`src/hw/rtl/tce_pkg.sv`:
```
// ---------------------------------------------------------------------------
// tce_pkg: shared types and constants of the tiny CPU execute unit
// Opcodes, the controller-to-datapath command word and the status word.
// ---------------------------------------------------------------------------
`default_nettype none

package tce_pkg;

   // Opcodes; codes above OP_POP are undefined and flagged
   typedef enum logic [3:0] {
      OP_LOAD  = 4'd0,
      OP_STORE = 4'd1,
      OP_ADD   = 4'd2,
      OP_SUB   = 4'd3,
      OP_MUL   = 4'd4,
      OP_DIV   = 4'd5,
      OP_MOD   = 4'd6,
      OP_PUSH  = 4'd7,
      OP_POP   = 4'd8
   } tce_op_type;

   // Bytes at and above this address come out of reset as all ones
   localparam int RESERVED_LOW = 512;
   localparam logic [7:0] FILL_HIGH = 8'hFF;
   localparam logic [7:0] FILL_LOW  = 8'h00;

   localparam int ITER_STEPS = 32;
   localparam int WORD_BYTES = 4;

   // Controller to datapath
   typedef struct packed {
      logic clear_step;
      logic load_req;
      logic rf_rd_a;
      logic rf_rd_b;
      logic cap_a;
      logic cap_b;
      logic set_addr;
      logic mem_rd;
      logic mem_cap;
      logic mem_wr;
      logic alu;
      logic iter_start;
      logic iter_step;
      logic iter_finish;
      logic writeback;
   } tce_cmd_type;

   // Datapath to controller
   typedef struct packed {
      logic [3:0] op;
      logic       clear_last;
      logic       byte_last;
      logic       iter_last;
   } tce_sts_type;

endpackage

`default_nettype wire

```
`src/hw/rtl/tce_ctrl.sv`:
```
// ---------------------------------------------------------------------------
// tce_ctrl: sequencer of the execute unit
// Steps each instruction through register reads, memory or arithmetic
// phases and hands the word to the response register.
// ---------------------------------------------------------------------------
`default_nettype none

module tce_ctrl (
   input  wire logic                 clock,
   input  wire logic                 reset,
   input  wire logic                 req_valid,
   output logic                      req_ready,
   output logic                      rsp_valid,
   input  wire logic                 rsp_ready,
   input  wire tce_pkg::tce_sts_type sts,
   output tce_pkg::tce_cmd_type      cmd
);

   import tce_pkg::*;

   typedef enum logic [3:0] {
      ST_CLEAR, ST_IDLE, ST_RA, ST_RB, ST_CB, ST_MRD, ST_MCAP, ST_MWR,
      ST_ALU, ST_ITS, ST_ITR, ST_ITF, ST_DONE
   } state_type;

   state_type state_ff, state_in;
   logic      rsp_valid_in;
   logic      slot_free;

   assign slot_free = !rsp_valid || rsp_ready;
   assign req_ready = (state_ff == ST_IDLE);

   // command decode and next state
   always_comb begin
      cmd          = '0;
      state_in     = state_ff;
      rsp_valid_in = rsp_valid && !rsp_ready;
      unique case (state_ff)
         ST_CLEAR: begin
            cmd.clear_step = 1'b1;
            if (sts.clear_last) state_in = ST_IDLE;
         end
         ST_IDLE: begin
            if (req_valid) begin
               cmd.load_req = 1'b1;
               state_in     = ST_RA;
            end
         end
         ST_RA: begin
            cmd.rf_rd_a = 1'b1;
            state_in    = ST_RB;
         end
         ST_RB: begin
            cmd.rf_rd_b = 1'b1;
            cmd.cap_a   = 1'b1;
            state_in    = ST_CB;
         end
         ST_CB: begin
            cmd.cap_b    = 1'b1;
            cmd.set_addr = 1'b1;
            priority if ((sts.op == OP_LOAD) || (sts.op == OP_POP)) begin
               state_in = ST_MRD;
            end else if ((sts.op == OP_STORE) || (sts.op == OP_PUSH)) begin
               state_in = ST_MWR;
            end else if ((sts.op == OP_ADD) || (sts.op == OP_SUB)) begin
               state_in = ST_ALU;
            end else if ((sts.op == OP_MUL) || (sts.op == OP_DIV) ||
                         (sts.op == OP_MOD)) begin
               state_in = ST_ITS;
            end else begin
               state_in = ST_DONE;
            end
         end
         ST_MRD: begin
            cmd.mem_rd = 1'b1;
            state_in   = ST_MCAP;
         end
         ST_MCAP: begin
            cmd.mem_cap = 1'b1;
            state_in    = sts.byte_last ? ST_DONE : ST_MRD;
         end
         ST_MWR: begin
            cmd.mem_wr = 1'b1;
            if (sts.byte_last) state_in = ST_DONE;
         end
         ST_ALU: begin
            cmd.alu  = 1'b1;
            state_in = ST_DONE;
         end
         ST_ITS: begin
            cmd.iter_start = 1'b1;
            state_in       = ST_ITR;
         end
         ST_ITR: begin
            cmd.iter_step = 1'b1;
            if (sts.iter_last) state_in = ST_ITF;
         end
         ST_ITF: begin
            cmd.iter_finish = 1'b1;
            state_in        = ST_DONE;
         end
         ST_DONE: begin
            if (slot_free) begin
               cmd.writeback = 1'b1;
               rsp_valid_in  = 1'b1;
               state_in      = ST_IDLE;
            end
         end
         default: begin
            state_in = ST_IDLE;
         end
      endcase
   end

   // state and response valid
   always_ff @(posedge clock) begin
      if (reset) begin
         state_ff  <= ST_CLEAR;
         rsp_valid <= 1'b0;
      end else begin
         state_ff  <= state_in;
         rsp_valid <= rsp_valid_in;
      end
   end

endmodule

`default_nettype wire

```
`config.mk`:
```
export PLATFORM = sky130hd
export DESIGN_NAME = tce_ctrl
export DESIGN_NICKNAME = d
export VERILOG_FILES = /design/src/hw/rtl/tce_pkg.sv /design/src/hw/rtl/tce_ctrl.sv
export SDC_FILE = /design/constraint.sdc
export NUM_CORES = 1
export LEC_CHECK = 0
export ABC_AREA = 1
export BUFFER_PORTS_ARGS = -buffer_cell sky130_fd_sc_hd__buf_2
export CAP_MARGIN = 20
export CORE_MARGIN = 1.5
export CORE_UTILIZATION = 40
export CTS_BUF_LIST = sky130_fd_sc_hd__clkbuf_4 sky130_fd_sc_hd__clkbuf_8
export DETAILED_ROUTE_END_ITERATION = 12
export GPL_TIMING_DRIVEN = 0
export PLACE_DENSITY = 0.83
export SYNTH_ARGS = -nofsm -noshare
export SYNTH_HDL_FRONTEND = slang
export SYNTH_SLANG_ARGS = --single-unit
export TNS_END_PERCENT = 10
```
`constraint.sdc`:
```
create_clock -name clock -period 1.1 [get_ports clock]
set_clock_uncertainty 0.05 [all_clocks]
set_input_delay 0.165 -clock clock [delete_from_list [all_inputs] [get_ports clock]]
set_output_delay 0.165 -clock clock [all_outputs]
set_load 0.02 [all_outputs]
```
-- After elaboration in Yosys (flattened, before gate mapping)
Index checks and enable logic that the tools add are counted.
- equality and inequality tests: 25
- muxes and demuxes: 28
- reduce and logical (&&, ||, !) cells: 13
- operators by type and width (kind ; number):
    one-hot mux 4 bit (12 select lines) ; 1
    2-to-1 mux 4 bit ; 9
    == test 4 x 3 -> 1 bit (second input constant) ; 8
    == test 4 bit (second input constant) ; 6
    == test 4 x 2 -> 1 bit (second input constant) ; 4
    2-to-1 mux 1 bit ; 15
    != test 2 bit (second input constant) ; 5
    == test 4 x 1 -> 1 bit (second input constant) ; 2
    zero test 4 bit ; 2
    logical OR 1 bit ; 6
    AND reduction 5 bit ; 1
    2-to-1 mux 2 bit ; 2
    2-to-1 mux 3 bit ; 1
    zero test 1 bit ; 2
    OR reduction 2 bit ; 1
    logical AND 1 bit ; 1
- register bits: 5
- input bits: 11
- output and inout bits: 17
- word-level logic and storage cells: 68

-- Logic depth before layout (Yosys ltp)
- depth after elaboration: 8
- gate-level depth with buffers: 9
- depth with buffers taken out: 9

-- Worst setup path before layout
Ideal clock, no wire load.
- path type: register to output
- from: register state_ff[2]
- to: output port cmd[11] (netlist name)
- arrival: 1.205 ns
- required time: 0.885 ns
- setup slack: -0.320 ns
- cell stages (with the launch flop): 5
- path through: dfxtp_1 > nor2_1 > inv_1 > nor2_1 > buf_4
- RTL lines (what ; line ; text):
    from (decl) ; tce_ctrl.sv:26 ; state_type state_ff, state_in;
    from (signal assigned) ; tce_ctrl.sv:121 ; state_ff <= state_in;
    to (decl) ; tce_ctrl.sv:16 ; output tce_pkg::tce_cmd_type cmd

==> results.json <==
{
  "critPathRequiredTime_ps": 880,
  "num-fill-cells": 86,
  "insertedDiodeCount": 0,
  "ys.warnings.count": 0,
  "gp_congestion": 0.7842,
  "worst_slack_ps": -291.9,
  "clock_path_buffers": 2,
  "final_cells": 172,
  "finalWirelength_mm": 2.067,
  "synth.avg_cell_area_um2": 4.941,
  "fmaxAchievable_mhz": 718.5,
  "drt-initial-drc-count": 24,
  "maxCapViolCount": 0,
  "die_x_um": 41.18,
  "remaining_drc_errors": 0,
  "setup_violations": 20,
  "cts_tree": "built",
  "cp_data_arrival_time_ps": 1180,
  "via_count": 864,
  "antenna_found_initial": 0,
  "power_density_nw_per_um2": 1719,
  "max_slew.worst_pin.slew_ps": 300.8,
  "cts_root_buf": "clkbuf_4",
  "grt_remaining_overflow": 0,
  "syn_inst": 118,
  "maxSlewHeadroom_pct": 79.73,
  "worstReg2RegStart": "state_ff[3]",
  "synth_top_area_cell": "nand2_1",
  "final_cell_mix": "nand2_1, inv_1, nor2_1",
  "rrSetupSlack_ps": -240,
  "num_rows": 13,
  "worstPathMaxFanout": 5,
  "drive_gt1_share_pct": 50.32,
  "violations": "setup timing",
  "floorplan.initialDensity_pct": 43.71,
  "grt_pass1_wl_mm": 2.822,
  "pin_count": 28,
  "fin_crit_sh_pct": 126.5,
  "end_kind": "primary output",
  "die-area_um2": 1696,
  "clock_latency_ps": 240,
  "rr_endpoint": "state_ff[2]",
  "critPathCapture": "cmd[14]",
  "area_growth_pct": 75.75,
  "cts_buffers": 3,
  "synth_top_area_share_pct": 23.18,
  "postCtsHoldBufs": 0,
  "vdd_drop_max_mv": 1.129,
  "hold_viol_final": 0,
  "drv_slew": 0,
  "wl_per_cell_um": 12.02,
  "syn_nets": 129,
  "fin_setup_tns_ps": -4702,
  "grt_usage_pct": 25.56,
  "synth-seq-cells": 5,
  "p_leak_uw": 0.0005914,
  "yosysSeqAreaShare_pct": 17.17,
  "startpoint": "state_ff[1]",
  "final_common_cell": "nand2_1",
  "cts_htree_levels": 1,
  "syn-cell-area_um2": 583.1,
  "reg2reg_depth": 9,
  "clk_pin_slew_worst_paths_ps": 40,
  "drt_first_pass_iters": 4,
  "port_buffers": 27,
  "place_inst": 160,
  "post-route-min-period_ps": 1392,
  "fin_area_um2": 1025,
  "num-nets-final": 169,
  "grt_max_degree": 8,
  "grt_pass1_vias": 754,
  "dp_hpwl_mm": 1.272,
  "critPathKind": "reg -> out",
  "placed_area_um2": 795.8,
  "cts_sinks": 5,
  "postRouteAntennaNets": 0,
  "fp.dieH_um": 41.18,
  "core_um2": 1334,
  "rsz0062_at_grt": "true",
  "critPathLaunchType": "flip-flop",
  "hold_class": "in -> reg",
  "status": "finished, violations left",
  "vias_per_cell": 5.023,
  "synth_area_leaders": "nand2_1, dfxtp_1, inv_1, nor2_1, nand3_1",
  "synth.distinct_cells": 16
}
critical path: stages (launching register included):
cell and delay, ps:
dfxtp_4 370, nor2_4 190, buf_4 140, nand2_1 60, inv_1 70, buf_6 110
cell families (layout without fill, tap and decap cells):
family | after synthesis | count (layout) | share of synthesized area (%)
AOI/OAI and AO/OA | 9 | 9 | 8.584
buffers and inverters | 29 | 68 | 19.96
and+or+nand+nor | 75 | 75 | 54.29
DFF | 5 | 5 | 17.17
worst min path at each step:
stage	from	to	slack, ps	cells past startpoint
final	reset	state_ff[2]	90	2
after global routing	reset	state_ff[3]	90	2
after CTS	reset	state_ff[3]	80	2
after detailed placement	reset	state_ff[1]	340	2
after global placement	reset	state_ff[3]	330	2
after floorplan	reset	rsp_valid	180	1
cell type report:
cell class / instances / area (um2) / share of cell area (%)
clock buffers: 4 / 30.03 / 2.930
well taps: 15 / 18.77 / 1.832
plain buffers: 2 / 18.77 / 1.832
multi-input cells: 84 / 471.7 / 46.03
inverters: 27 / 101.3 / 9.890
flip-flops and latches: 5 / 116.4 / 11.36
repair buffers: 35 / 267.8 / 26.13
flip-flops by register name, summed over array words and instances (netlist names):
| register | cells |
|---|---|
| rsp_valid | 1 |
| state_ff | 4 |
stage by stage:
step                      hold WS (ps)  util, %  setup WS, ps  total power (uW)
after floorplan                  176.7        -        -91.47             898.6
after global placement           334.7    59.66        -163.3              1085
after detailed placement         337.5    59.66        -173.6              1102
after CTS                        80.65    72.98        -265.6              1656
after global routing             92.81    76.83        -344.4              1888
final                            88.27    76.83        -291.9              1762
synth_stat cells, drive strengths merged:
master	instances
inv	26
nand3b	2
o21ai	2
clkinv	1
buf	2
dfxtp	5
a21oi	5
a22oi	1
o21bai	1
nand3	7
nor3	1
nand2	38
nor2	27
routing by layer:
layer | vias up | global-route usage, % | wire length (um)
met5 | - | 0 | 0
met4 | 0 | 11.29 | 40
met3 | 7 | 5.978 | 121
met2 | 40 | 50.00 | 1132
met1 | 388 | 24.68 | 773
li1 | 429 | - | -
power breakdown:
group	total, uW	internal, uW	switching [uW]	leakage [uW]
Sequential	329	236	93.3	0.0000441
Clock	233	161	71.1	0.0000184
Combinational	1200	538	662	0.000529
Total	1760	935	826	0.000591
what timing repair did:
| item | CTS | global route |
|---|---|---|
| endpoints found under the setup margin | 20 | 20 |
| gates cloned | 0 | 0 |
| pin swaps | 7 | 6 |
| gates resized for setup | 33 | 14 |
| buffers inserted | 7 | 1 |
Note: power is estimated with default switching activity, not from simulation.
